===== src/hw/rtl/rcs_pkg.sv =====
// ----------------------------------------------------------------------------
// rcs_pkg
// Shared widths, constants and stage payload types for the column setup pipe.
// ----------------------------------------------------------------------------
package rcs_pkg;

  localparam int COLUMNS   = 640;
  localparam int FRAC_BITS = 16;

  localparam int COL_W  = 10;
  localparam int POS_W  = 24;
  localparam int DIR_W  = 18;
  localparam int RAY_W  = 19;
  localparam int MAG_W  = 19;
  localparam int DIST_W = 32;
  localparam int CELL_W = 8;
  localparam int CFG_W  = 24;
  localparam int IDX_W  = 3;

  // camera coordinate spans -1.0 .. +1.0
  localparam int CAM_W = FRAC_BITS + 2;

  // reciprocal of 1 << 2F gives 2F+1 quotient bits
  localparam int DIV_STEPS = 2 * FRAC_BITS + 1;
  localparam int QUO_W     = DIV_STEPS;

  // register indexes
  localparam logic [IDX_W-1:0] REG_POS_X   = 3'd0;
  localparam logic [IDX_W-1:0] REG_POS_Y   = 3'd1;
  localparam logic [IDX_W-1:0] REG_DIR_X   = 3'd2;
  localparam logic [IDX_W-1:0] REG_DIR_Y   = 3'd3;
  localparam logic [IDX_W-1:0] REG_PLANE_X = 3'd4;
  localparam logic [IDX_W-1:0] REG_PLANE_Y = 3'd5;

  typedef struct packed {
    logic                    vld;
    logic signed [CAM_W-1:0] cam;
  } cam_t;

  typedef struct packed {
    logic                    vld;
    logic signed [RAY_W-1:0] rx;
    logic signed [RAY_W-1:0] ry;
  } ray_t;

  typedef struct packed {
    logic                    vld;
    logic signed [RAY_W-1:0] rx;
    logic signed [RAY_W-1:0] ry;
    logic [QUO_W-1:0]        qx;
    logic [QUO_W-1:0]        qy;
  } recip_t;

endpackage


===== src/hw/rtl/rcs_ray.sv =====
// ----------------------------------------------------------------------------
// rcs_ray
// Ray direction dir + floor(plane*cam >> F), saturated to 19 bits. Two stages.
// ----------------------------------------------------------------------------
module rcs_ray (
  input  logic                             clk,
  input  logic                             rst,
  input  rcs_pkg::cam_t                    cam_in,
  input  logic signed [rcs_pkg::DIR_W-1:0] dir_x,
  input  logic signed [rcs_pkg::DIR_W-1:0] dir_y,
  input  logic signed [rcs_pkg::DIR_W-1:0] plane_x,
  input  logic signed [rcs_pkg::DIR_W-1:0] plane_y,
  output rcs_pkg::ray_t                    ray_out
);

  localparam int PW = rcs_pkg::DIR_W + rcs_pkg::CAM_W;
  localparam int SW = PW - rcs_pkg::FRAC_BITS + 1;
  localparam logic signed [SW-1:0] RAY_MAX = SW'((1 << (rcs_pkg::RAY_W - 1)) - 1);
  localparam logic signed [SW-1:0] RAY_MIN = -SW'(1 << (rcs_pkg::RAY_W - 1));

  logic                 v1;
  logic signed [PW-1:0] px, py;
  logic signed [SW-1:0] sx, sy;

  function automatic logic signed [rcs_pkg::RAY_W-1:0] sat_ray(
    input logic signed [SW-1:0] v
  );
    if (v > RAY_MAX) return rcs_pkg::RAY_W'(RAY_MAX);
    if (v < RAY_MIN) return rcs_pkg::RAY_W'(RAY_MIN);
    return rcs_pkg::RAY_W'(v);
  endfunction

  // arithmetic shift is the floor
  assign sx = SW'(dir_x) + SW'(px >>> rcs_pkg::FRAC_BITS);
  assign sy = SW'(dir_y) + SW'(py >>> rcs_pkg::FRAC_BITS);

  always_ff @(posedge clk) begin
    if (rst) begin
      v1 <= 1'b0;
      ray_out.vld <= 1'b0;
    end else begin
      v1 <= cam_in.vld;
      ray_out.vld <= v1;
    end
    px <= PW'(plane_x) * PW'(cam_in.cam);
    py <= PW'(plane_y) * PW'(cam_in.cam);
    ray_out.rx <= sat_ray(sx);
    ray_out.ry <= sat_ray(sy);
  end

endmodule


===== config.mk =====
export PLATFORM = sky130hd
export DESIGN_NAME = rcs_ray
export DESIGN_NICKNAME = d
export VERILOG_FILES = /design/src/hw/rtl/rcs_pkg.sv /design/src/hw/rtl/rcs_ray.sv
export SDC_FILE = /design/constraint.sdc
export NUM_CORES = 2
export LEC_CHECK = 0
export ABC_AREA = 1
export BUFFER_PORTS_ARGS = -buffer_cell sky130_fd_sc_hd__buf_2
export CAP_MARGIN = 10
export CORE_ASPECT_RATIO = 2
export CORE_UTILIZATION = 25
export DETAILED_ROUTE_END_ITERATION = 8
export GPL_TIMING_DRIVEN = 0
export SETUP_SLACK_MARGIN = 0.3
export SYNTH_ARGS = -nofsm -noshare
export SYNTH_HDL_FRONTEND = slang
export SYNTH_SLANG_ARGS = --single-unit

===== constraint.sdc =====
create_clock -name clk -period 8.3 [get_ports clk]
set_clock_uncertainty 0.1 [all_clocks]
set_input_delay 1.66 -clock clk [delete_from_list [all_inputs] [get_ports clk]]
set_output_delay 1.66 -clock clk [all_outputs]
set_load 0.02 [all_outputs]

==> Word-level counts from Yosys, hierarchy flattened <==
Index checks and enable logic that the tools add are counted.
{ "word_totals": {"wordCells": 28, "output_inout_bits": 39, "in_bits": 93, "reg_bits": 112} }
{ "op_classes": {"order_cmp": 4, "muxes": 14, "n_mul": 2, "n_addsub": 2} }
{ "ops": {"columns": ["operator", "n"], "rows": [
  ["19-bit 2-to-1 mux", 8],
  ["18-bit by 18-bit multiplier with 36-bit output", 2],
  ["18-bit by 20-bit adder with 21-bit output", 2],
  ["21-bit by 19-bit greater-than comparator with 1-bit output (second input constant)", 2],
  ["21-bit by 19-bit < comparator with 1-bit output (second input constant)", 2],
  ["1-bit 2-to-1 mux", 6]
]} }

==> Logic depth before layout (Yosys ltp) <==
{ "depth": {"word_depth": 6, "mapped_depth": 28, "mapped_depth_nobuf": 26} }

==> Least setup slack after synthesis <==
Ideal clock, no wire load.
{ "synth_timing": {"path_kind": "in2reg", "from": "in plane_y[17] (netlist bit)", "to": "reg py[28]", "path_stages": 23, "path_slack_ns": 1.109, "setup_time_ns": 0.112, "arrival_time_ns": 6.979, "required_ns": 8.088, "path_buffers": 2, "cell_sequence": "clkbuf_1 clkbuf_1 nand2_1 fa_1 inv_1 fa_1 inv_1 fa_1 fa_1 inv_1 fa_1 inv_1 fa_1 inv_1 ha_1 nand2_1 nor2_1 inv_1 nor2_1 nand3_1 o21bai_1 nand3_1 nand2_1"} }
{ "synth_between": {"elab_chain_len": 1} }
{ "synth_lines": {"columns": ["item", "line", "rtl"], "rows": [
  ["from (decl)", "rcs_ray.sv:12", "input logic signed [rcs_pkg::DIR_W-1:0] plane_y,"],
  ["18-bit by 18-bit multiplier with 36-bit output", "rcs_ray.sv:46", "py <= PW'(plane_y) * PW'(cam_in.cam);"],
  ["to (signal assigned)", "rcs_ray.sv:46", null],
  ["to (decl)", "rcs_ray.sv:22", "logic signed [PW-1:0] px, py;"]
]} }
Every way passes these cells.
A chain may end at the register's enable or synchronous reset.

==> Worst setup path in the final report <==
{ "layout_timing": {"from": "in plane_x[8] (netlist bit)", "to": "reg px[29]"} }
{ "layout_between": {"elab_chain_len": 1} }
{ "layout_lines": {"columns": ["item", "line", "rtl"], "rows": [
  ["from (decl)", "rcs_ray.sv:11", "input logic signed [rcs_pkg::DIR_W-1:0] plane_x,"],
  ["18-bit by 18-bit multiplier with 36-bit output", "rcs_ray.sv:45", "px <= PW'(plane_x) * PW'(cam_in.cam);"],
  ["to (signal assigned)", "rcs_ray.sv:45", null],
  ["to (decl)", "rcs_ray.sv:22", null]
]} }
Every way passes these cells.

==> flow_summary_export.csv <==
group,metric,value,unit
final_layout,fin_nets,5064,
placed_design,placed_area,32400,um2
floorplanning,die_w,247,um
logic_synthesis,syn-cell-area,30000,um2
logic_synthesis,syn_area_per_cell,7.49,um2
floorplanning,rows,179,
sta,hold_violations,0,
global_routing,grt_antenna_before_repair,4,
clock_network,path_clk_slew,0.07,ns
final_layout,finalNonFillerCells,5641,
global_routing,globalRouteMet2Util,37.3,%
final_layout,final_area,32900,um2
route,dr.pass1.iters,7,
min_path,hp-start,"v1",
route,viasPerCell,4.36,
global_routing,grt_pass1_vias,27500,
logic_synthesis,synth_ff_type,"dfxtp_1",
logic_synthesis,async_flop_share,0,%
logic_synthesis,ys_seq_elements,80,
sta,drv_slew,0,
global_routing,grt_busiest_layer,"met2",
sta,timing.fmax,0.125,GHz
critical_path,cp-end-kind,"flip-flop",
critical_path,arrival,8.16,ns
logic_synthesis,synth.distinct_cells,42,
logic_synthesis,yosysMostFrequentCell,"inv_1",
sta,min_period_over_period,96.4,%
floorplanning,fp.dieH,492,um
critical_path,worstRegToRegCells,11,
outcome,status,"finished, violations left",
route,antenna_left,0,
final_layout,area_growth,9.60,%
global_routing,grt_start_max_net_pins,14,
route,drtIter0Drc,1076,
placed_design,dp_worst_setup_slack,-1.12,ns
critical_path,max_stage_delay,0.61,ns
clock_network,clk_latency,0.38,ns
floorplanning,io_pins,132,
critical_path,r2r_slack,5.77,ns
logic_synthesis,yosys_warnings,0,
critical_path,r2r-start,"py[16]",
sta,timing.final.ws_setup,0.300,ns
floorplanning,initial_utilization,25.2,%
outcome,failed_checks,"DRC",
logic_synthesis,postSynthCellCount,4005,
logic_synthesis,yosysSeqAreaShare,5.34,%
final_layout,final_util,27.6,%
placed_design,gp_routability_congestion,1.03,
global_routing,grt_overflow_total,0,
min_path,holdPathEnd,"ray_out[38]",
floorplanning,coreArea,119000,um2
critical_path,crit_path_top_delay_cell,"clkbuf_1",
sta,rsz0062_at_grt,"true",
logic_synthesis,yosysTopAreaCell,"fa_1",
min_path,min_path_type,"flip-flop to flip-flop",
placed_design,port_buffers,78,
global_routing,grt_pass1_wl,165000,um
global_routing,met1_usage,15.2,%
clock_network,root_buffer,"clkbuf_16",
min_path,worstHoldPathCells,2,
logic_synthesis,synth_area_leaders,"fa_1 (44%), inv_1 (16%), nand2_1 (13%), ha_1 (9.0%), dfxtp_1 (5.3%)",
final_layout,drive_gt1_share,5.27,%
logic_synthesis,synth_edf_count,0,
clock_network,cts.sinks,80,
critical_path,rr_endpoint,"ray_out[15]",
route,drc_errors,36,
critical_path,path_cells,"clkbuf_1, clkbuf_2, nand2_1, fa_1, inv_1, fa_1, fa_1, fa_1, fa_1, inv_1, fa_1, inv_1, ha_1, a21oi_1, a21boi_0, o21ai_0, a211oi_1, nand2_1, nand2_1, nand2_1",
global_routing,grt_util_all_layers,18.7,%
logic_synthesis,synthTopCellsByCount,"inv_1 (1253), nand2_1 (1063), fa_1 (658)",
critical_path,cp-start-kind,"primary input",
route,drt-total-wl,109000,um
route,wl_per_cell,19.4,um
sta,slew_headroom,18.9,%
clock_network,cts_tree,"yes",
route,vias,24600,
placed_design,dp_hpwl,97400,um
sta,report.final.setup_viol,0,
sta,max_slew.worst_pin.slew,1.22,ns
clock_network,cts_buffers,9,
logic_synthesis,synth.top_cell.area_share,43.9,%
floorplanning,dieArea,121000,um2
placed_design,dp.cells,5624,
clock_network,clockBufferDepth,2,
critical_path,worstPathMaxFanout,10,
sta,post-route-min-period,8.00,ns
clock_network,ctsHoldBuffers,0,
clock_network,cts_setup_buffers,0,
critical_path,crit_required,8.46,ns
global_routing,use_met3,2.37,%
critical_path,path_class,"primary input to flip-flop",
logic_synthesis,syn_nets,4972,
run,max_cap_violations,0,
clock_network,htree_levels,3,
critical_path,crit_top_cell,"fa_1",
## area by class of cell
cell class	count	area, um2
Antenna cell	1	2.50
Buffer	148	749
Clock buffer	10	229
Clock inverter	6	108
Fill cell	13000	86000
Inverter	1255	4710
Multi-Input combinational cell	2522	23100
Sequential cell	80	1600
Tap cell	1538	1920
Timing Repair Buffer	81	448
## per-layer routing
layer  up-vias  part of all wire [%]
li1      11500                     -
met1     12000                    29
met2       719                    57
met3       366                   3.4
met4         6                    11
met5         -                 0.034
## stage by stage
step	TNS, ns	hold WS, ns
floorplan	0	0.288
finish	0	0.309
global placement	-26.16	0.304
CTS	0	0.314
global route	0	0.331
detailed placement	-25.30	0.301
## worst max-delay path by stage
stage | slack, ns | depth (start not counted) | startpoint | end
after floorplan | 1.11 | 23 | plane_y[17] | py[28]
final | 0.30 | 20 | plane_x[8] | px[29]
after global routing | 0.24 | 24 | cam_in[4] | py[28]
after CTS | 0.12 | 26 | cam_in[2] | py[28]
after global placement | -1.17 | 23 | cam_in[2] | px[26]
after detailed placement | -1.12 | 26 | cam_in[2] | py[28]
## cell usage in the layout, fill, tap and decap left out, drive strengths merged
| cell type | count |
|---|---|
| o21ai | 54 |
| nor3 | 10 |
| or2 | 9 |
| nand2 | 1074 |
| xor2 | 44 |
| nor2 | 164 |
| a21boi | 8 |
| bufinv | 3 |
| a211oi | 1 |
| xnor2 | 23 |
| a31oi | 8 |
| clkdlybuf4s15 | 5 |
| o211ai | 5 |
| a21oi | 98 |
| clkinv | 3 |
| nand3 | 76 |
| a21o | 8 |
| diode | 1 |
| nor4 | 4 |
| o21a | 5 |
| buf | 93 |
| and3 | 3 |
| inv | 1254 |
| nand4 | 25 |
| fa | 658 |
| ha | 216 |
| clkbuf | 141 |
| o21bai | 19 |
| and2 | 5 |
| clkinvlp | 1 |
| o2111ai | 1 |
| dfxtp | 80 |
| nand3b | 4 |
## logic make-up (layout without fill, tap and decap cells)
logic type                 after synthesis  in the layout  synth area share (%)
other                                    0              1                     0
DFF                                     80             80                  5.34
and+or+nand+nor                       1374           1374                  18.2
xor gates and xnor gates                67             67                  1.96
AOI/OAI and AO/OA                      207            207                  3.92
buffers and inverters                 1403           1500                  17.7
adders and majority gates              874            874                  52.9
## critical path: cells and delay by family
kind                     cells  cell delay (ns)
adder cells (fa/ha/maj)      7             3.43
AND/OR/NAND/NOR              4             0.39
AO/OA/AOI/OAI                4             1.42
buffers and inverters        5             1.24
## sequential cells by signal (all words and copies together), names as in the netlist
register and count:
py 20, px 20, ray_out 39, v1 1
## repair_timing
item,in CTS,in global routing
gates resized for setup,47,107
pin swaps,0,0
setup endpoints to repair,38,36
Power is not shown: default switching activity piles up to over one toggle a cycle in this logic, so the estimate is an artifact.
