==> src/hw/rtl/rcs_pkg.sv <==
// ----------------------------------------------------------------------------
// rcs_pkg
// Shared widths, constants and stage payload types for the column setup pipe.
// ----------------------------------------------------------------------------
package rcs_pkg;

  localparam int COLUMNS   = 640;
  localparam int FRAC_BITS = 16;

  localparam int COL_W  = 10;
  localparam int POS_W  = 24;
  localparam int DIR_W  = 18;
  localparam int RAY_W  = 19;
  localparam int MAG_W  = 19;
  localparam int DIST_W = 32;
  localparam int CELL_W = 8;
  localparam int CFG_W  = 24;
  localparam int IDX_W  = 3;

  // camera coordinate spans -1.0 .. +1.0
  localparam int CAM_W = FRAC_BITS + 2;

  // reciprocal of 1 << 2F gives 2F+1 quotient bits
  localparam int DIV_STEPS = 2 * FRAC_BITS + 1;
  localparam int QUO_W     = DIV_STEPS;

  // register indexes
  localparam logic [IDX_W-1:0] REG_POS_X   = 3'd0;
  localparam logic [IDX_W-1:0] REG_POS_Y   = 3'd1;
  localparam logic [IDX_W-1:0] REG_DIR_X   = 3'd2;
  localparam logic [IDX_W-1:0] REG_DIR_Y   = 3'd3;
  localparam logic [IDX_W-1:0] REG_PLANE_X = 3'd4;
  localparam logic [IDX_W-1:0] REG_PLANE_Y = 3'd5;

  typedef struct packed {
    logic                    vld;
    logic signed [CAM_W-1:0] cam;
  } cam_t;

  typedef struct packed {
    logic                    vld;
    logic signed [RAY_W-1:0] rx;
    logic signed [RAY_W-1:0] ry;
  } ray_t;

  typedef struct packed {
    logic                    vld;
    logic signed [RAY_W-1:0] rx;
    logic signed [RAY_W-1:0] ry;
    logic [QUO_W-1:0]        qx;
    logic [QUO_W-1:0]        qy;
  } recip_t;

endpackage

==> src/hw/rtl/rcs_side.sv <==
// ----------------------------------------------------------------------------
// rcs_side
// Delta selection with the zero rules, side distance product and the
// registered result. Three stages.
// ----------------------------------------------------------------------------
module rcs_side (
  input  logic                              clk,
  input  logic                              rst,
  input  rcs_pkg::recip_t                   rcp_in,
  input  logic [rcs_pkg::POS_W-1:0]         pos_x,
  input  logic [rcs_pkg::POS_W-1:0]         pos_y,
  output logic                              done,
  output logic [rcs_pkg::CELL_W-1:0]        cell_x,
  output logic [rcs_pkg::CELL_W-1:0]        cell_y,
  output logic                              step_x_neg,
  output logic                              step_y_neg,
  output logic signed [rcs_pkg::RAY_W-1:0]  ray_x,
  output logic signed [rcs_pkg::RAY_W-1:0]  ray_y,
  output logic [rcs_pkg::DIST_W-1:0]        delta_x,
  output logic [rcs_pkg::DIST_W-1:0]        delta_y,
  output logic [rcs_pkg::DIST_W-1:0]        side_x,
  output logic [rcs_pkg::DIST_W-1:0]        side_y
);

  localparam int F  = rcs_pkg::FRAC_BITS;
  localparam int DW = rcs_pkg::DIST_W;
  localparam int FW = F + 1;
  localparam int PW = FW + DW;
  localparam int RW = rcs_pkg::RAY_W;
  localparam logic [DW-1:0] ONE_D = DW'(1 << F);
  localparam logic [FW-1:0] ONE_F = FW'(1 << F);

  function automatic logic [DW-1:0] pick_delta(
    input logic signed [RW-1:0]   own,
    input logic signed [RW-1:0]   other,
    input logic [rcs_pkg::QUO_W-1:0] q
  );
    if (other == '0) return '0;
    if (own == '0)   return ONE_D;
    if (q[rcs_pkg::QUO_W-1]) return '1;
    return q[DW-1:0];
  endfunction

  function automatic logic [FW-1:0] side_frac(
    input logic [rcs_pkg::POS_W-1:0] pos,
    input logic                      neg
  );
    logic [FW-1:0] fr;
    fr = FW'(pos[F-1:0]);
    return neg ? fr : ONE_F - fr;
  endfunction

  logic                 v1, v2;
  logic signed [RW-1:0] rx1, ry1, rx2, ry2;
  logic [DW-1:0]        dx1, dy1, dx2, dy2;
  logic [FW-1:0]        fx1, fy1;
  logic [PW-1:0]        px2, py2;
  logic [PW-F-1:0]      shx, shy;

  assign shx = px2[PW-1:F];
  assign shy = py2[PW-1:F];

  always_ff @(posedge clk) begin
    if (rst) begin
      v1   <= 1'b0;
      v2   <= 1'b0;
      done <= 1'b0;
    end else begin
      v1   <= rcp_in.vld;
      v2   <= v1;
      done <= v2;
    end
    rx1 <= rcp_in.rx;
    ry1 <= rcp_in.ry;
    dx1 <= pick_delta(rcp_in.rx, rcp_in.ry, rcp_in.qx);
    dy1 <= pick_delta(rcp_in.ry, rcp_in.rx, rcp_in.qy);
    fx1 <= side_frac(pos_x, rcp_in.rx[RW-1]);
    fy1 <= side_frac(pos_y, rcp_in.ry[RW-1]);
    rx2 <= rx1;
    ry2 <= ry1;
    dx2 <= dx1;
    dy2 <= dy1;
    px2 <= PW'(fx1) * PW'(dx1);
    py2 <= PW'(fy1) * PW'(dy1);
    cell_x     <= pos_x[F +: rcs_pkg::CELL_W];
    cell_y     <= pos_y[F +: rcs_pkg::CELL_W];
    step_x_neg <= rx2[RW-1];
    step_y_neg <= ry2[RW-1];
    ray_x      <= rx2;
    ray_y      <= ry2;
    delta_x    <= dx2;
    delta_y    <= dy2;
    side_x     <= (shx[PW-F-1:DW] != '0) ? '1 : shx[DW-1:0];
    side_y     <= (shy[PW-F-1:DW] != '0) ? '1 : shy[DW-1:0];
  end

endmodule

==> config.mk <==
export PLATFORM = sky130hd
export DESIGN_NAME = rcs_side
export DESIGN_NICKNAME = d
export VERILOG_FILES = /design/src/hw/rtl/rcs_pkg.sv /design/src/hw/rtl/rcs_side.sv
export SDC_FILE = /design/constraint.sdc
export NUM_CORES = 2
export LEC_CHECK = 0
export BUFFER_PORTS_ARGS = -buffer_cell sky130_fd_sc_hd__buf_2
export CORE_ASPECT_RATIO = 1.2
export CORE_UTILIZATION = 50
export CTS_CLUSTER_SIZE = 12
export DETAILED_ROUTE_END_ITERATION = 6
export PLACE_DENSITY = 0.72
export SLEW_MARGIN = 25
export SYNTH_ARGS = -nofsm -noshare
export SYNTH_HDL_FRONTEND = slang
export SYNTH_SLANG_ARGS = --single-unit
==> constraint.sdc <==
create_clock -name clk -period 9.56 [get_ports clk]
set_clock_uncertainty 0.15 [all_clocks]
set_input_delay 1.912 -clock clk [delete_from_list [all_inputs] [get_ports clk]]
set_output_delay 1.912 -clock clk [all_outputs]
set_load 0.05 [all_outputs]
* After elaboration in Yosys (flattened, before gate mapping)
Index checks and enable logic that the tools add are counted.
** Cells by class
- Multiplexer cells :: 24
- Divide/modulo/power cells :: 0
- Add/sub/neg operators :: 2
- Eq/ne operators :: 0
- Bitwise gates (word level) :: 0
- Shift-type cells :: 0
- $mul :: 2
- Reductions and logical operators :: 2
- Order comparisons :: 0
** Operator list (count)
- $mux W32 :: 12
- $mul A17 B32 Y49 :: 2
- $logic_not A19 Y1 :: 2
- $sub A17 B16 Y17 const A :: 2
- $mux W16 :: 2
- $mux W1 :: 10
** Storage, ports and cells
- Register bits after elaboration :: 523
- Memories :: 0
- Latch bits :: 0
- Bits in writable memories :: 0
- ROM bits :: 0
- Input port bits :: 155
- Output and inout port bits :: 185

* Longest topological paths before layout
- Depth after elaboration :: 8
- Depth in mapped cells :: 24

* Least setup slack after synthesis
No wires, ideal clock.
- Path type :: register to register
- Start :: register dy1[30]
- End :: register py2[47]
- Path slack :: 3335 ps
- Library setup time :: 95 ps
- Stages on the path, launching flop included :: 23
- Required time :: 9315 ps
- Data arrival time :: 5980 ps
- Buffers on the path :: 1
- Clock period less this slack :: 6225 ps
- Cells stage by stage :: dfxtp_1 -> clkbuf_1 -> nand2_1 -> fa_1 -> inv_1 -> fa_1 -> inv_1 -> fa_1 -> inv_1 -> fa_1 -> fa_1 -> inv_1 -> fa_1 -> inv_1 -> ha_1 -> and4_2 -> and3_1 -> a311oi_1 -> o21ai_1 -> a221oi_2 -> a21oi_1 -> or4b_1 -> o311ai_1
** On the way
- Cells in the longest elaborated chain, start to end :: 1
** RTL lines
- from (decl) :: line rcs_side.sv:55 : logic [DW-1:0] dx1, dy1, dx2, dy2;
- from (signal assigned) :: line rcs_side.sv:76 : dy1 <= pick_delta(rcp_in.ry, rcp_in.rx, rcp_in.qy);
- $mul A17 B32 Y49 :: line rcs_side.sv:84 : py2 <= PW'(fy1) * PW'(dy1);
- to (signal assigned) :: line rcs_side.sv:84
- to (decl) :: line rcs_side.sv:57 : logic [PW-1:0] px2, py2;
No other way between the ends.
A chain may end at the register's enable or synchronous reset.

* Worst setup path after layout
- Start :: register fx1[3]
- End :: register px2[38]
** On the way
- Cells in the longest elaborated chain, start to end :: 1
** RTL lines
- from (decl) :: line rcs_side.sv:56 : logic [FW-1:0] fx1, fy1;
- from (signal assigned) :: line rcs_side.sv:77 : fx1 <= side_frac(pos_x, rcp_in.rx[RW-1]);
- $mul A17 B32 Y49 :: line rcs_side.sv:83 : px2 <= PW'(fx1) * PW'(dx1);
- to (signal assigned) :: line rcs_side.sv:83
- to (decl) :: line rcs_side.sv:57
No other way between the ends.

==> results.txt <==
----------------------------------------------------
[Worst setup path]
  Endpoint type of the worst setup path ... register
  CP arrival ... between 7 and 8 ns
  Nature of the critical path startpoint ... register
  Critical path data required time ... a little under 10 ns
  Max Fanout on Critical Path ... 20
  Kind of critical path ... register to register

[Synthesis]
  Simple-gate portion of the synthesized area ... 0.1449
  Number of distinct library cells after synthesis ... 69
  Flop and latch count out of synthesis ... just under 500
  Multiplexer share of the synthesized area ... 0.0005042
  Main flop type after synthesis ... dfxtp_1
  Compound-cell area share of the yosys netlist ... 0.04271
  Post-synthesis cell count ... between 4000 and 5000
  Largest family of logic cells by synthesized area ... adder cells
  Share of flip-flops with an asynchronous set or reset ... 0
  Number of enable-type register cells in the synthesized netlist ... 0
  Mapped Nets ... around 5900
  Yosys warning count ... 0
  Mean instance size in the synthesized netlist ... roughly 9.8 um2
  Share of synthesized cell area in full adder, half adder and majority cells ... 0.4690
  XOR/XNOR share of the synthesized area ... 0.01784
  Sequential-to-total area share from yosys stat ... 0.2191
  Post-synth design cell area ... 0.04467 mm2

[STA]
  Period minus WS final ... roughly 7.3 ns
  FMAX ... 136.6 MHz
  Setup tns final ... 0 ns
  Fraction of the cycle the final worst path needs ... 0.7656
  Final setup viols ... 0
  Final hold violation count ... 0
  Relative slew slack ... 0.2431
  Max Slew Vio Count ... 0
  Worst Max-Slew Pin Slew ... roughly 1.1 ns
  RSZ-0062 raised after global routing ... no

[Clock tree]
  CTS root buffer ... clkbuf_16
  Number of resized instances in the post-cts repair step ... 0
  Post-CTS Hold Fix Bufs ... 0
  Number of H-tree levels ... 2
  CTS tree ... done
  Insertion delay of the later-clocked pin in the worst-skew pair ... 0.65 ns
  Clock slew seen by the registers of the worst setup and hold paths ... ~0.06 ns
  Number of post-CTS setup repair buffers ... 0
  Number of buffers created by CTS ... 51
  Number of buffers between clock root and the deepest sink ... 3
  Clock sink count ... about 500

[Global route]
  Maximum number of pins on one net before global-route repair ... between 40 and 50
  GRT overflow ... 0
  Met3 routing resource usage after global routing ... 0.04651
  Antenna violations before repair ... 7
  GR Util met1 ... 0.3156
  Global Route met2 Usage ... 0.4424
  Most crowded layer after global routing ... met2
  First-pass GRT wire length ... around 180000 um
  Global-route total usage across every layer ... 0.2559
  Vias in the first global route ... around 34000

[Flow run]
  Number of violations of the max-capacitance limit ... 0

[Final layout]
  Regs by FF count ... px2 (33), py2 (33)
  Proportion of layout cells with a drive suffix above 1 ... 0.1147
  Area growth, synth to finish ... 9.926%
  Non-filler instance count after layout ... ~6000
  Number of nets in the finished design ... 6113

[Placed design]
  Routability cong. ... around 0.88
  Cell count after placement ... 5916
  I/O Buffers ... around 340
  Detailed placer's ending HPWL ... 82610 um

[Routing]
  Post-route antenna net violation count ... 0
  TritonRoute pass-1 iters ... 7
  Final wirelength ... 110000 um
  Avg WL per Cell ... between 15 and 20 um
  Post-route DRC ... a little over 60
  Overall via count from detail_route ... ~31000
  Starting DRC count in detailed routing ... about 1800
  Via density per instance ... between 5 and 6

[Outcome]
  Status ... finished, violations left
  Violations in the final reports ... design-rule violations

[Floorplan]
  Full die area ... between 0.09 and 0.1 mm2
  Die Wd ... around 270 um
  Die H ... 329.4 um
  Total number of placement rows ... 119
  Initial cell density of the core ... 0.5068
  Number of ports placed on the die boundary ... 340
  Core Box Area ... 0.08814 mm2

[Worst hold path]
  Worst min-delay path class ... register to register

----------------------------------------------------
-- cell usage in the layout (no fill, tap or decap), types with 3 or more instances in the layout --
| cell | count |
|---|---|
| and4_1 | 6 |
| a21oi_1 | 76 |
| or2_2 | 65 |
| a211oi_1 | 4 |
| buf_4 | 59 |
| dfxtp_2 | 3 |
| and3_1 | 10 |
| dfxtp_1 | 486 |
| clkinv_16 | 3 |
| o31ai_1 | 5 |
| a31oi_1 | 13 |
| nand3_1 | 9 |
| buf_2 | 339 |
| diode_2 | 4 |
| fa_1 | 894 |
| o21bai_1 | 12 |
| a21o_1 | 42 |
| nor2_1 | 49 |
| clkinv_2 | 3 |
| nor3_1 | 19 |
| nand2b_1 | 4 |
| nor4_1 | 16 |
| o21ai_0 | 19 |
| clkbuf_16 | 51 |
| bufinv_16 | 5 |
| o211ai_1 | 6 |
| and2_1 | 427 |
| clkinvlp_4 | 3 |
| o21a_1 | 67 |
| xnor2_1 | 46 |
| nand2_1 | 684 |
| ha_1 | 244 |
| xor2_1 | 45 |
| clkbuf_8 | 4 |
| inv_1 | 1047 |
| nand4_1 | 12 |
| clkbuf_1 | 3 |
| nor2b_1 | 9 |
-- per-layer routing --
metal	vias up	share of wire
met2	1217	0.49
met4	8	0.042
li1	13759	-
met3	300	0.080
met1	15780	0.38
met5	-	0.00033
-- logic make-up (layout without fill, tap and decap cells) --
logic type,count (synthesis),in the layout
fa+ha+maj,1138,1138
simple gates,1327,1327
compound gates,275,275
buf+inv,1246,1518
mux,2,2
other cells,0,4
xor+xnor,91,91
flops,489,489
-- stage by stage --
step	instance area, um2	utilization	hold slack (ns)	setup WS, ns
floorplan	44670	-	0.1596	3.335
global placement	47460	0.5385	0.1598	2.444
detailed placement	47470	0.5385	0.1621	2.350
CTS	49090	0.5570	0.1608	2.276
global route	49100	0.5570	0.1721	1.815
finish	49110	0.5571	0.1710	2.241
-- cell usage after synthesis (all sizes together) (2+ instances only) --
| master | instances | area (um2) |
|---|---|---|
| mux2 | 2 | 22.52 |
| o211ai | 6 | 45.04 |
| a211oi | 5 | 42.54 |
| nor2b | 9 | 56.30 |
| buf | 2 | 15.01 |
| and4 | 7 | 62.56 |
| xor2 | 45 | 394.1 |
| a21oi | 77 | 396.6 |
| fa | 894 | 17900 |
| xnor2 | 46 | 402.9 |
| dfxtp | 489 | 9789 |
| and3 | 10 | 62.56 |
| inv | 1047 | 3930 |
| a211o | 2 | 17.52 |
| o41ai | 3 | 33.79 |
| o21bai | 12 | 90.09 |
| a31oi | 13 | 81.33 |
| o311ai | 3 | 41.29 |
| ha | 244 | 3053 |
| nand2 | 684 | 2567 |
| and2b | 2 | 17.52 |
| a21o | 42 | 315.3 |
| a221oi | 2 | 23.77 |
| nand3 | 9 | 45.04 |
| a311oi | 2 | 17.52 |
| o21a | 67 | 503.0 |
| or2 | 66 | 412.9 |
| o2111ai | 2 | 17.52 |
| or3 | 2 | 12.51 |
| o31ai | 6 | 58.81 |
| o21ai | 20 | 100.1 |
| o311a | 2 | 20.02 |
| and2 | 428 | 2679 |
| o221ai | 2 | 17.52 |
| nand4 | 12 | 75.07 |
| nand2b | 4 | 25.02 |
| nor3 | 20 | 105.1 |
| nor2 | 50 | 187.7 |
| clkbuf | 196 | 765.7 |
| nor4 | 17 | 106.4 |
-- path summary, 6_finish.rpt --
kind                               from       to  slack [ns]  cells past startpoint
worst max register to register   fx1[3]  px2[38]        2.24                     21
worst min register to register  ry1[16]  ry2[16]        0.17                      0
worst min-delay path            ry1[16]  ry2[16]        0.17                      0
worst max-delay path             fx1[3]  px2[38]        2.24                     21
-- worst max-delay path, cell delays in order, from the launching register on --
cell      delay (ns)
dfxtp_1         0.95
buf_4           0.37
nand2_1         0.10
fa_1            0.53
fa_1            0.47
fa_1            0.54
inv_1           0.05
fa_1            0.52
fa_1            0.50
inv_1           0.06
fa_1            0.47
inv_1           0.04
ha_1            0.34
a21oi_1         0.14
o21ai_0         0.11
or3_1           0.35
a21oi_1         0.29
o21ba_2         0.34
a21oi_4         0.12
o311ai_2        0.39
a31oi_1         0.15
xor2_1          0.16
-- area by class of cell --
cell class,count,area [um2]
fillers,7689,39040
inverters,1047,3930
diodes,4,10.01
flip-flops and latches,489,9793
multi-input cells,2833,30170
clock inverters,15,286.5
repair buffers,398,2140
well taps,1149,1438
clock buffers,58,1343
Power is left out: the tool's default activity adds up to more than one toggle a clock period on the data nets, which glitch-free logic cannot reach.
