==> src/hw/rtl/rcs_pkg.sv <==
// ----------------------------------------------------------------------------
// rcs_pkg
// Shared widths, constants and stage payload types for the column setup pipe.
// ----------------------------------------------------------------------------
package rcs_pkg;

  localparam int COLUMNS   = 640;
  localparam int FRAC_BITS = 16;

  localparam int COL_W  = 10;
  localparam int POS_W  = 24;
  localparam int DIR_W  = 18;
  localparam int RAY_W  = 19;
  localparam int MAG_W  = 19;
  localparam int DIST_W = 32;
  localparam int CELL_W = 8;
  localparam int CFG_W  = 24;
  localparam int IDX_W  = 3;

  // camera coordinate spans -1.0 .. +1.0
  localparam int CAM_W = FRAC_BITS + 2;

  // reciprocal of 1 << 2F gives 2F+1 quotient bits
  localparam int DIV_STEPS = 2 * FRAC_BITS + 1;
  localparam int QUO_W     = DIV_STEPS;

  // register indexes
  localparam logic [IDX_W-1:0] REG_POS_X   = 3'd0;
  localparam logic [IDX_W-1:0] REG_POS_Y   = 3'd1;
  localparam logic [IDX_W-1:0] REG_DIR_X   = 3'd2;
  localparam logic [IDX_W-1:0] REG_DIR_Y   = 3'd3;
  localparam logic [IDX_W-1:0] REG_PLANE_X = 3'd4;
  localparam logic [IDX_W-1:0] REG_PLANE_Y = 3'd5;

  typedef struct packed {
    logic                    vld;
    logic signed [CAM_W-1:0] cam;
  } cam_t;

  typedef struct packed {
    logic                    vld;
    logic signed [RAY_W-1:0] rx;
    logic signed [RAY_W-1:0] ry;
  } ray_t;

  typedef struct packed {
    logic                    vld;
    logic signed [RAY_W-1:0] rx;
    logic signed [RAY_W-1:0] ry;
    logic [QUO_W-1:0]        qx;
    logic [QUO_W-1:0]        qy;
  } recip_t;

endpackage

==> src/hw/rtl/rcs_cam.sv <==
// ----------------------------------------------------------------------------
// rcs_cam
// Camera coordinate 2x/(W-1) - 1 in four stages, constant divide by
// reciprocal multiply with a single correction step.
// ----------------------------------------------------------------------------
module rcs_cam (
  input  logic                      clk,
  input  logic                      rst,
  input  logic                      in_vld,
  input  logic [rcs_pkg::COL_W-1:0] column,
  output rcs_pkg::cam_t             cam_out
);

  localparam int D_VAL = rcs_pkg::COLUMNS - 1;
  localparam int CW    = rcs_pkg::COL_W;
  localparam int P_W   = CW + rcs_pkg::FRAC_BITS + 2;
  localparam int T_W   = 2 * CW;
  localparam int PR_W  = T_W + 33;
  localparam logic [CW-1:0]  CAM_D     = CW'(D_VAL);
  localparam logic [P_W-1:0] CAM_Q     = P_W'((1 << (rcs_pkg::FRAC_BITS + 1)) / D_VAL);
  localparam logic [CW-1:0]  CAM_R     = CW'((1 << (rcs_pkg::FRAC_BITS + 1)) % D_VAL);
  localparam logic [32:0]    CAM_RECIP = 33'((64'd1 << 32) / D_VAL);
  localparam logic signed [rcs_pkg::CAM_W-1:0] ONE_FX =
    rcs_pkg::CAM_W'(1 << rcs_pkg::FRAC_BITS);

  logic            v0, v1, v2;
  logic [CW-1:0]   col0;
  logic [P_W-1:0]  p1, p2;
  logic [T_W-1:0]  t1, t2, q0;
  logic [PR_W-1:0] prod;
  logic [T_W-1:0]  rem;
  logic [T_W-1:0]  q_fix;
  logic [P_W-1:0]  sum;

  assign prod  = PR_W'(t1) * PR_W'(CAM_RECIP);
  assign rem   = t2 - T_W'(q0 * T_W'(CAM_D));
  assign q_fix = q0 + T_W'(rem >= T_W'(CAM_D));
  assign sum   = p2 + P_W'(q_fix);

  always_ff @(posedge clk) begin
    if (rst) begin
      v0 <= 1'b0;
      v1 <= 1'b0;
      v2 <= 1'b0;
      cam_out.vld <= 1'b0;
    end else begin
      v0 <= in_vld;
      v1 <= v0;
      v2 <= v1;
      cam_out.vld <= v2;
    end
    col0 <= (column > CAM_D) ? CAM_D : column;
    p1   <= P_W'(col0) * CAM_Q;
    t1   <= T_W'(col0) * T_W'(CAM_R);
    p2   <= p1;
    t2   <= t1;
    q0   <= prod[32 +: T_W];
    cam_out.cam <= $signed(rcs_pkg::CAM_W'(sum)) - ONE_FX;
  end

endmodule

==> config.mk <==
export PLATFORM = sky130hd
export DESIGN_NAME = rcs_cam
export DESIGN_NICKNAME = d
export VERILOG_FILES = /design/src/hw/rtl/rcs_pkg.sv /design/src/hw/rtl/rcs_cam.sv
export SDC_FILE = /design/constraint.sdc
export NUM_CORES = 1
export LEC_CHECK = 0
export BUFFER_PORTS_ARGS = -buffer_cell sky130_fd_sc_hd__buf_2
export CAP_MARGIN = 20
export CELL_PAD_IN_SITES_DETAIL_PLACEMENT = 0
export CELL_PAD_IN_SITES_GLOBAL_PLACEMENT = 1
export CORE_UTILIZATION = 55
export DETAILED_ROUTE_END_ITERATION = 6
export GPL_ROUTABILITY_DRIVEN = 0
export GPL_TIMING_DRIVEN = 0
export PLACE_DENSITY = 0.92
export SYNTH_ARGS = -nofsm -noshare
export SYNTH_HDL_FRONTEND = slang
export SYNTH_SLANG_ARGS = --single-unit
==> constraint.sdc <==
create_clock -name clk -period 21 [get_ports clk]
set_input_delay 2.1 -clock clk [delete_from_list [all_inputs] [get_ports clk]]
set_output_delay 2.1 -clock clk [all_outputs]
set_load 0.02 [all_outputs]
Word-level counts from Yosys, hierarchy flattened:

Index checks and enable logic that the tools add are counted.

* add/subtract/negate cells: 4
* $mul: 4
* order comparisons: 2

Operators by type and width (count)
* $mul A17 B21 Y38 const B: 1
* $ge A20 B10 Y1 const B: 1
* $mul A11 B10 Y20 const B: 1
* $sub A17 B20 Y20: 1
* $add A18 B12 Y18: 1
* $mul A10 B8 Y18 const B: 1
* $sub A18 B18 Y18 const B: 1
* $mul A10 B7 Y17 const B: 1
* $add A11 B1 Y12: 1
* $gt A10 B10 Y1 const B: 1

* flip-flop bits (word level): 113
* input port bits: 13
* output and inout port bits: 19
* word-level logic and storage cells: 21

Depth between registers and ports, before layout:

Gate-level depths: netlist of the first run.

* depth after elaboration: 6
* mapped depth: 31
* depth with buffers taken out: 31

Least setup slack after synthesis of the first run:

Ideal clock, no wire load.

* kind: register to register
* start: register q0[4]
* end: register cam_out[16] (netlist bit)
* library setup time: 0.072 ns
* arrival time: 6.699 ns
* data required time: 20.928 ns
* slack: 14.229 ns
* cell stages (with the launch flop): 31
* buffers on the path: 0
* period minus slack after synthesis: 6.771 ns
* path through: dfxtp_1 -> inv_1 -> fa_1 -> xnor2_1 -> ha_1 -> o21bai_1 -> fa_1 -> fa_1 -> inv_1 -> fa_1 -> inv_1 -> ha_1 -> o21ai_0 -> o21ai_2 -> o311ai_2 -> a211oi_1 -> a211oi_2 -> xor2_1 -> nand3_1 -> nor4_2 -> fa_1 -> inv_1 -> fa_1 -> nor2b_1 -> o21ai_0 -> a21boi_1 -> o21ai_0 -> a21boi_1 -> o21a_1 -> o211ai_1 -> xor2_1

* word-level cells in the longest chain between the ends: 6

Ends and longest elaborated chain
* start: declaration: line rcs_cam.sv:29 `logic [T_W-1:0] t1, t2, q0;`
* start signal: assignment: line rcs_cam.sv:57 `q0 <= prod[32 +: T_W];`
* $mul A11 B10 Y20: line rcs_cam.sv:36 `assign rem = t2 - T_W'(q0 * T_W'(CAM_D));`
* $sub A17 B20 Y20: line rcs_cam.sv:36
* $ge A20 B10 Y1: line rcs_cam.sv:37 `assign q_fix = q0 + T_W'(rem >= T_W'(CAM_D));`
* $add A11 B1 Y12 *: line rcs_cam.sv:37
* $add A18 B12 Y18 *: line rcs_cam.sv:38 `assign sum = p2 + P_W'(q_fix);`
* $sub A18 B18 Y18 *: line rcs_cam.sv:58 `cam_out.cam <= $signed(rcs_pkg::CAM_W'(sum)) - ONE_FX;`
* end: declaration: line rcs_cam.sv:11 `output rcs_pkg::cam_t cam_out`

Every way passes the cells marked *; elsewhere a longest branch is shown, timed or not.
A chain may end at the register's enable or synchronous reset.

Worst setup path in the final report of the first run:

* start: register q0[4]
* end: register cam_out[12] (netlist bit)

The elaborated chain is that of the path after synthesis.

==> results of run 1 <==
## synth_stat cells, drive strengths merged, types with 3 or more instances
| cell | instances |
|---|---|
| xor2 | 21 |
| ha | 287 |
| nand2 | 40 |
| o311ai | 3 |
| fa | 213 |
| nand3 | 15 |
| a41oi | 3 |
| or2 | 7 |
| o2111ai | 3 |
| a31oi | 5 |
| o21a | 7 |
| and2 | 6 |
| a21oi | 54 |
| nand4 | 10 |
| xnor2 | 40 |
| nor2b | 14 |
| dfxtp | 102 |
| and3 | 9 |
| o211ai | 11 |
| nor3 | 20 |
| o21bai | 3 |
| nand2b | 13 |
| clkbuf | 5 |
| o21ai | 34 |
| or3 | 4 |
| nor2 | 38 |
| a21o | 16 |
| inv | 365 |
| or4 | 3 |
| a211oi | 10 |
| a21boi | 4 |
## placed cells by master, fill, tap and decap left out, types with 8 or more instances in the layout
master and count:
inv_1 365, nand3_1 14, nor2b_1 14, fa_1 213
buf_2 31, nor3_1 20, nand2b_1 13, nand2_1 40
a211oi_1 8, a21oi_1 53, o21ai_0 32, dfxtp_1 102
and3_1 9, clkbuf_16 9, ha_1 287, nand4_1 10
xnor2_1 39, a21o_1 16, xor2_1 21, nor2_1 37
o211ai_1 10
## flip-flops by register name, summed over array words and instances, names as in the netlist
register / count
v2: 1
p1: 14
v1: 1
p2: 14
v0: 1
q0: 8
col0: 10
cam_out: 19
t1: 17
t2: 17
## final timing paths
path / to / startpoint / slack [ps]
max: cam_out[12]$_DFF_P_ / q0[4]$_DFF_P_ / 12960
min: p2[8]$_DFF_P_ / p1[8]$_DFF_P_ / 330
max reg2reg: cam_out[12]$_DFF_P_ / q0[4]$_DFF_P_ / 12960
min reg2reg: p2[8]$_DFF_P_ / p1[8]$_DFF_P_ / 330
## routing by layer
metal | GRT usage | wire, µm | vias up
met3 | 0.0455 | 1250 | 35
met5 | 0 | 0 | -
met4 | 0.0583 | 492 | 0
met2 | 0.399 | 13600 | 167
met1 | 0.301 | 12300 | 4465
li1 | - | - | 4499
## critical path: cells and delay by family, from the launching register on
kind	cells	cell delay [ps]
DFF	1	520
adders and majority gates	8	3160
xor gates and xnor gates	3	520
buffers and inverters	4	340
and+or+nand+nor	4	850
AOI/OAI and AO/OA	11	2560
## cell families after synthesis
| kind of cell | Yosys count | share of synthesized area |
|---|---|---|
| buf+inv | 370 | 0.0999 |
| xor+xnor | 61 | 0.0390 |
| compound gates | 167 | 0.0799 |
| mux | 1 | 0.000810 |
| simple gates | 186 | 0.0689 |
| flops | 102 | 0.147 |
| fa+ha+maj | 500 | 0.565 |
## per-stage QoR
step / cells / utilization / hold slack [ps] / cell area, µm² / setup WS, ps
global placement: 1742 / 0.590 / 312 / 14500 / 12940
CTS: 1758 / 0.601 / 329 / 14800 / 12700
global route: 1758 / 0.601 / 333 / 14800 / 12250
floorplan: 1387 / - / 310 / 13900 / 14230
finish: 1758 / 0.601 / 327 / 14800 / 12960
detailed placement: 1742 / 0.590 / 312 / 14500 / 12730
## layout make-up
| class | instances | share of cell area |
|---|---|---|
| plain buffers | 5 | 0.00127 |
| multi-input cells | 915 | 0.710 |
| inverters | 365 | 0.0929 |
| well taps | 324 | 0.0275 |
| clock buffers | 11 | 0.0165 |
| repair buffers | 31 | 0.0105 |
| clock inverters | 5 | 0.00297 |
| flip-flops and latches | 102 | 0.138 |
==> qor.yml, run 1 <==
synth:
  yosys-top-cells-area: "fa_1 (31%), ha_1 (26%), dfxtp_1 (15%)"
  synth.avg_cell_area_um2: 10.0
  synth-edff-count: 0
  synth_ff_type: "dfxtp_1"
  syn_nets: 1900
  synth_area_leader_cell: "fa_1"
  yosysWarnings: 0
  ys_types: 64
  synthCells: 1387
  synth.top_cell.area_share: 0.307
  syn-cell-area_um2: 13900
  seq_area_frac_synth: 0.147
  async_flop_share: 0
  ys_ff_latch: 102
routing:
  wl_per_cell_um: 15.7
  viasPerCell: 5.21
  firstDrtPassIters: 5
  wl_mm: 27.6
  drtAntennaViolNets: 0
  drtIter0Drc: 466
  drc_errors: 0
  vias: 9166
floorplan:
  die_h_um: 161
  dieArea_um2: 25900
  start_util: 0.567
  fp.dieW_um: 161
  num_rows: 57
  coreArea_um2: 24500
  io_pins: 32
worst_setup_path:
  cp_data_required_time_ps: 21260
  cp_slowest_cell: "fa_1"
  critPathLaunchType: "flip-flop"
  reg2reg_depth: 30
  worstPathArrival_ps: 8300
  worst-setup-path-type: "flip-flop to flip-flop"
  crit_top_cell: "fa_1"
  crit_path_end_kind: "flip-flop"
  cp_slowest_stage_delay_ps: 530
  cp_max_fo: 6
cts:
  htreeDepth: 3
  clock_path_buffers: 2
  clock_latency_ps: 350
  postCtsSetupRepairBufs: 0
  clock-root-buffer: "clkbuf_16"
  tritoncts: "done"
  cts_repair_resize_count: 0
  clk_pin_slew_ps: 70
  numCtsBuffers: 9
  cts_sinks: 102
  postCtsHoldBufs: 0
global_routing:
  grt_max_degree: 18
  overflow: 0
  grt_pass1_wl_mm: 47.3
  track_usage: 0.232
  grt_pass1_vias: 9895
  antenna_found_initial: 1
cells_and_area:
  nNetsFinal: 1942
  multi_input_area_um2: 10500
  nFillCells: 2080
  antenna_cells: 0
  seq_area_um2: 2040
  drive_gt1_frac: 0.0481
  area_delta_synth_final_pct: 6.09
hold_path:
  hold_depth: 0
  hold_path_class: "flip-flop to flip-flop"
timing:
  slew_headroom: 0.464
  period_minus_slack_ps: 8040
  drv_slew: 0
  tns_ps: 0
  fmax_ghz: 0.124
  worstMarginPinSlew_ps: 803
  fin_crit_sh: 0.383
  skew_ps: 7.59
  setup_violations: 0
  rsz0062_at_grt: "false"
  finalHoldViolCount: 0
job:
  cap_violations: 0
run_status:
  status: "finished, final reports clean"
placed_design:
  io_buffers: 31
  dp_hpwl_mm: 24.3
Power of run 1 is not shown: default switching activity piles up to over one toggle a cycle in this logic, so the estimate is an artifact.
==> run 2: changes to the inputs <==
--- a/config.mk
+++ b/config.mk
@@ -9,11 +9,11 @@
 export CAP_MARGIN = 20
 export CELL_PAD_IN_SITES_DETAIL_PLACEMENT = 0
 export CELL_PAD_IN_SITES_GLOBAL_PLACEMENT = 1
-export CORE_UTILIZATION = 55
+export CORE_UTILIZATION = 47
 export DETAILED_ROUTE_END_ITERATION = 6
 export GPL_ROUTABILITY_DRIVEN = 0
 export GPL_TIMING_DRIVEN = 0
-export PLACE_DENSITY = 0.92
+export PLACE_DENSITY = 0.84
 export SYNTH_ARGS = -nofsm -noshare
 export SYNTH_HDL_FRONTEND = slang
 export SYNTH_SLANG_ARGS = --single-unit
==> constraint.sdc (replaced) <==
create_clock -name clk -period 6.9 [get_ports clk]
set_input_delay 0.69 -clock clk [delete_from_list [all_inputs] [get_ports clk]]
set_output_delay 0.69 -clock clk [all_outputs]
set_load 0.02 [all_outputs]
==> run 2 against run 1 <==
Clock-buffer cell count down 2; fmax up 15%; final cell count up 4.5%; the run now ends with setup timing left; setup slack worse by 13000 ps; critical path type unchanged.
==> qor.yml, run 2 (synthesis results as in run 1) <==
run_status:
  status: "complete, but fails checks"  # was finished, final reports clean
  violations: "setup timing"
timing:
  skew_ps: 11.9  # was 7.59 ps
  finalHoldViolCount: 0  # unchanged
  fin_crit_sh: 1.01  # was 0.383
  hold_ws_ps: 321  # was 327 ps
  slew_headroom: 0.455  # was 0.464
  setup_violations: 6  # was 0
  period_minus_slack_ps: 7000  # was 8040 ps
  worstMarginPinSlew_ps: 816  # was 803 ps
  setup_slack_ps: -98.6  # was 12960 ps
  drv_slew: 0  # unchanged
  fmax_ghz: 0.143  # was 0.124 GHz
  rsz0062_at_grt: "true"  # was false
floorplan:
  coreArea_um2: 28900  # was 24500 µm²
  io_pins: 32  # unchanged
  dieArea_um2: 30300  # was 25900 µm²
  fp.dieW_um: 174  # was 161 µm
  num_rows: 62  # was 57
  die_h_um: 174  # was 161 µm
  start_util: 0.481  # was 0.567
cts:
  postCtsHoldBufs: 0  # unchanged
  tritoncts: "done"  # unchanged
  cts_sinks: 102  # unchanged
  clk_pin_slew_ps: 70  # about the same
  clock-root-buffer: "clkbuf_16"  # unchanged
  numCtsBuffers: 9  # unchanged
  htreeDepth: 3  # unchanged
  clock_path_buffers: 2  # unchanged
  clock_latency_ps: 360  # was 350 ps
cells_and_area:
  nNetsFinal: 1961  # was 1942
  antenna_cells: 0  # unchanged
  final_cell_mix: "inv_1 (355), ha_1 (282), fa_1 (208)"  # was inv_1 (365), ha_1 (287), fa_1 (213)
  final_common_cell: "inv_1"  # unchanged
  largest_reg_flops: 19  # unchanged
  area_delta_synth_final_pct: 9.71  # was 6.09%
  regMostFlops: "cam_out"  # unchanged
  top_regs: "cam_out: 19 flops, t1: 17 flops, t2: 17 flops"  # unchanged
  nFillCells: 2594  # was 2080
  drive_gt1_frac: 0.0943  # was 0.0481
  post-route-util: 0.527  # was 0.601
routing:
  firstDrtPassIters: 4  # was 5
  drtIter0Drc: 430  # was 466
  dr.max_layer_used: "met4"  # unchanged
  viasPerCell: 5.02  # was 5.21
  drtAntennaViolNets: 0  # unchanged
  dr_wl_met3_um: 812  # was 1.25 mm
  vias: 9215  # was 9166
  wl_per_cell_um: 15.6  # was 15.7 µm
  drt-met1-wl_mm: 13.8  # was 12.3 mm
  drc_errors: 0  # unchanged
  wl_mm: 28.7  # was 27.6 mm
  met2_length_mm: 13.7  # was 13.6 mm
worst_setup_path:
  cp_slowest_stage_delay_ps: 530  # about the same
  worstPathArrival_ps: 7280  # was 8300 ps
  cp_max_fo: 6  # unchanged
  crit_path_end_kind: "flip-flop"  # unchanged
  worst-setup-path-type: "flip-flop to flip-flop"  # unchanged
  cp_slowest_cell: "fa_1"  # unchanged
  timing.rr.start: "q0[6]$_DFF_P_"  # was q0[4]$_DFF_P_
  cp_data_required_time_ps: 7180  # was 21260 ps
  critPathLaunchType: "flip-flop"  # unchanged
  worstSetupStartpoint: "q0[6]$_DFF_P_"  # was q0[4]$_DFF_P_
  crit_top_cell: "fa_1"  # unchanged
global_routing:
  grt_max_degree: 22  # was 18
  grt_pass1_vias: 9839  # was 9895
  antenna_found_initial: 0  # was 1
  overflow: 0  # unchanged
  track_usage: 0.204  # was 0.232
  grt_pass1_wl_mm: 48.8  # was 47.3 mm
hold_path:
  hold_path_class: "flip-flop to flip-flop"  # unchanged
  worstHoldStart: "p1[12]$_DFF_P_"  # was p1[8]$_DFF_P_
placed_design:
  io_buffers: 31  # unchanged
  dp_hpwl_mm: 24.6  # was 24.3 mm
job:
  cap_violations: 0  # unchanged
run 2: metal layers:
| layer | vias up | GRT usage |
|---|---|---|
| li1 | 4550 | - |
| met1 | 4516 | 0.276 |
| met2 | 118 | 0.345 |
| met3 | 31 | 0.0265 |
| met4 | 0 | 0.0501 |
| met5 | - | 0 |
run 2: final timing paths:
check,endpoint,slack (ps),cells after the start
worst max-delay path,cam_out[10]$_DFF_P_,-100,28
worst min-delay path,p2[12]$_DFF_P_,320,0
worst max register to register,cam_out[10]$_DFF_P_,-100,28
worst min register to register,p2[12]$_DFF_P_,320,0
run 2: cell type report:
cell class | count | area (µm²) | share of cell area
Inverter | 365 | 1380 | 0.0905
Clock inverter | 7 | 85.1 | 0.00558
Buffer | 5 | 18.8 | 0.00123
Tap cell | 384 | 480 | 0.0315
Clock buffer | 9 | 225 | 0.0148
Sequential cell | 102 | 2070 | 0.136
Multi-Input combinational cell | 915 | 10700 | 0.700
Timing Repair Buffer | 50 | 310 | 0.0203
run 2: stage by stage:
| stage | instance area, µm² | std cells | worst slack (ps) | setup TNS, ps |
|---|---|---|---|---|
| final | 15300 | 1837 | -98.6 | -481 |
| after global routing | 15300 | 1837 | -446 | -3100 |
| after CTS | 15200 | 1834 | -414 | -2200 |
| after detailed placement | 14500 | 1802 | -1230 | -11970 |
| after global placement | 14500 | 1802 | -1150 | -10900 |
| after floorplan | 13900 | 1387 | 129 | 0 |
run 2: critical path, delay by kind of cell (launching register included):
kind,cells,cell delay [ps]
AO/OA/AOI/OAI,10,1800
XOR/XNOR,2,350
adder cells (fa/ha/maj),8,3310
buffers and inverters,4,220
flip-flops,1,380
AND/OR/NAND/NOR,4,850
run 2: what timing repair did:
| item | CTS | global route |
|---|---|---|
| setup buffers | 17 | 6 |
| endpoints found under the setup margin | 14 | 13 |
| pin swaps | 32 | 41 |
| gates resized for setup | 58 | 19 |
Power of run 2 is left out for the same reason.
==> run 3: changes to the inputs <==
--- a/config.mk
+++ b/config.mk
@@ -5,7 +5,7 @@
 export SDC_FILE = /design/constraint.sdc
 export NUM_CORES = 1
 export LEC_CHECK = 0
-export BUFFER_PORTS_ARGS = -buffer_cell sky130_fd_sc_hd__buf_2
+export BUFFER_PORTS_ARGS = -buffer_cell sky130_fd_sc_hd__clkbuf_2
 export CAP_MARGIN = 20
 export CELL_PAD_IN_SITES_DETAIL_PLACEMENT = 0
 export CELL_PAD_IN_SITES_GLOBAL_PLACEMENT = 1
==> run 3 against run 2 <==
The flow still finishes with violations (setup timing); utilization rose by 0.57 points; routed wire length rose by 0.10%; critical path depth rose by 2; via count rose by 1.3%; register-to-register slack improved by 20 ps; highest routed layer unchanged.
==> qor.yml, run 3 (synthesis results as in run 1) <==
worst_setup_path:
  critPathLaunchType: "flip-flop"  # unchanged
  reg2reg_depth: 30  # was 28
  crit_path_end_kind: "flip-flop"  # unchanged
  timing.rr.start: "q0[2]$_DFF_P_"  # was q0[6]$_DFF_P_
  cp_data_required_time_ps: 7170  # was 7180 ps
  crit_top_cell: "fa_1"  # unchanged
  r2r_end: "cam_out[12]$_DFF_P_"  # was cam_out[10]$_DFF_P_
  path_buf_inv: 6  # was 4
  cp_slowest_stage_delay_ps: 580  # was 530 ps
  critical-path-top-delay-family: "adder cells"  # unchanged
  worstPathArrival_ps: 7250  # was 7280 ps
  ff2ff_setup_slack_ps: -80  # was -100 ps
  cp_max_fo: 5  # was 6
  cp_slowest_cell: "fa_1"  # unchanged
  worst-setup-path-type: "flip-flop to flip-flop"  # unchanged
global_routing:
  grt_pass1_vias: 9803  # was 9839
  grt_max_degree: 22  # unchanged
  antenna_found_initial: 0  # unchanged
  track_usage: 0.202  # was 0.204
  grt_pass1_wl_mm: 48.6  # was 48.8 mm
  overflow: 0  # unchanged
floorplan:
  fp.dieW_um: 174  # unchanged
  die_h_um: 174  # unchanged
  start_util: 0.481  # unchanged
  num_rows: 62  # unchanged
  coreArea_um2: 28900  # unchanged
  dieArea_um2: 30300  # unchanged
  io_pins: 32  # unchanged
routing:
  drtAntennaViolNets: 0  # unchanged
  wl_per_cell_um: 15.5  # was 15.6 µm
  firstDrtPassIters: 5  # was 4
  wl_mm: 28.8  # was 28.7 mm
  drtIter0Drc: 413  # was 430
  viasPerCell: 5.05  # was 5.02
  drc_errors: 0  # unchanged
  vias: 9339  # was 9215
cells_and_area:
  drive_gt1_frac: 0.106  # was 0.0943
  antenna_cells: 0  # unchanged
  design_area_um2: 15400  # was 15300 µm²
  final_cell_mix: "inv_1 (353), ha_1 (279), fa_1 (208)"  # was inv_1 (355), ha_1 (282), fa_1 (208)
  final_common_cell: "inv_1"  # unchanged
  largest_reg_flops: 19  # unchanged
  nFillCells: 2552  # was 2594
  area_delta_synth_final_pct: 10.9  # was 9.71%
  regMostFlops: "cam_out"  # unchanged
  nNetsFinal: 1975  # was 1961
  top_regs: "cam_out: 19 flops, t1: 17 flops, t2: 17 flops"  # unchanged
timing:
  fmax_ghz: 0.143  # about the same
  finalHoldViolCount: 0  # unchanged
  slew_headroom: 0.490  # was 0.455
  fin_crit_sh: 1.01  # about the same
  rsz0062_at_grt: "true"  # unchanged
  tns_ps: -257  # was -481 ps
  setup_violations: 7  # was 6
  setup_slack_ps: -82.7  # was -98.6 ps
  worstMarginPinSlew_ps: 764  # was 816 ps
  drv_slew: 0  # unchanged
  period_minus_slack_ps: 6980  # was 7000 ps
  skew_ps: 14.6  # was 11.9 ps
hold_path:
  hold_path_class: "flip-flop to flip-flop"  # unchanged
  holdPathEnd: "p2[15]$_DFF_P_"  # was p2[12]$_DFF_P_
  hold_depth: 0  # unchanged
  worstHoldStart: "p1[15]$_DFF_P_"  # was p1[12]$_DFF_P_
cts:
  numCtsBuffers: 9  # unchanged
  clk_pin_slew_ps: 90  # was 70 ps
  htreeDepth: 3  # unchanged
  clock_path_buffers: 2  # unchanged
  cts_sinks: 102  # unchanged
  clock_latency_ps: 360  # about the same
  clock-root-buffer: "clkbuf_16"  # unchanged
  tritoncts: "done"  # unchanged
job:
  cap_violations: 0  # unchanged
run_status:
  violations: "setup timing"  # unchanged
  status: "complete, but fails checks"  # unchanged
placed_design:
  dpl-instance-area_um2: 14500  # unchanged
  io_buffers: 31  # unchanged
  dp_hpwl_mm: 24.5  # was 24.6 mm
run 3: worst max path at each step:
stage	start	to	slack, ps	cells after the start
2_1_floorplan	q0[4]$_DFF_P_	cam_out[16]$_DFF_P_	130	30
3_3_place_gp	q0[1]$_DFF_P_	cam_out[12]$_DFF_P_	-1180	30
3_5_place_dp	q0[4]$_DFF_P_	cam_out[12]$_DFF_P_	-1220	30
4_1_cts	q0[4]$_DFF_P_	cam_out[12]$_DFF_P_	-350	30
5_1_grt	q0[3]$_DFF_P_	cam_out[12]$_DFF_P_	-350	29
6_report	q0[2]$_DFF_P_	cam_out[12]$_DFF_P_	-80	30
run 3: worst register-to-register path, delay by kind of cell, from the launching register on:
kind / cells / cell delay (ps)
buffers and inverters: 6 / 530
AOI/OAI and AO/OA: 10 / 1620
and+or+nand+nor: 4 / 800
adders and majority gates: 8 / 3180
xor gates and xnor gates: 2 / 390
DFF: 1 / 360
run 3: area by class of cell:
cell class	count	area (µm²)	area share
multi-input combinational	915	10700	0.696
timing repair buffer	64	432	0.0280
tap	384	480	0.0312
inverter	365	1380	0.0895
clock buffer	9	225	0.0146
clock inverter	7	85.1	0.00552
sequential	102	2070	0.134
buffer	5	18.8	0.00122
run 3: timing repair:
item                                    4_1_cts  5_1_grt
endpoints found under the setup margin       14       12
buffers inserted                             22       13
cloned                                        0        0
hold buffers                                  0        0
pin swaps                                    33       39
endpoints found under the hold margin         0        0
resized for setup                            62       23
run 3: metal layers:
layer  track usage  routed length, µm  vias to the layer above
met1         0.267              13300                     4561
met5             0                  0                        -
li1              -                  -                     4566
met4        0.0450                467                        0
met2         0.346              13900                      178
met3        0.0328               1170                       34
run 3: per-stage QoR:
stage,util,std cells,hold WS (ps),setup WS (ps)
final,0.533,1851,326,-82.7
after floorplan,-,1387,310,129
after CTS,0.527,1839,324,-349
after detailed placement,0.503,1802,312,-1220
after global placement,0.503,1802,313,-1180
after global routing,0.533,1851,325,-347
Power of run 3 is left out for the same reason.
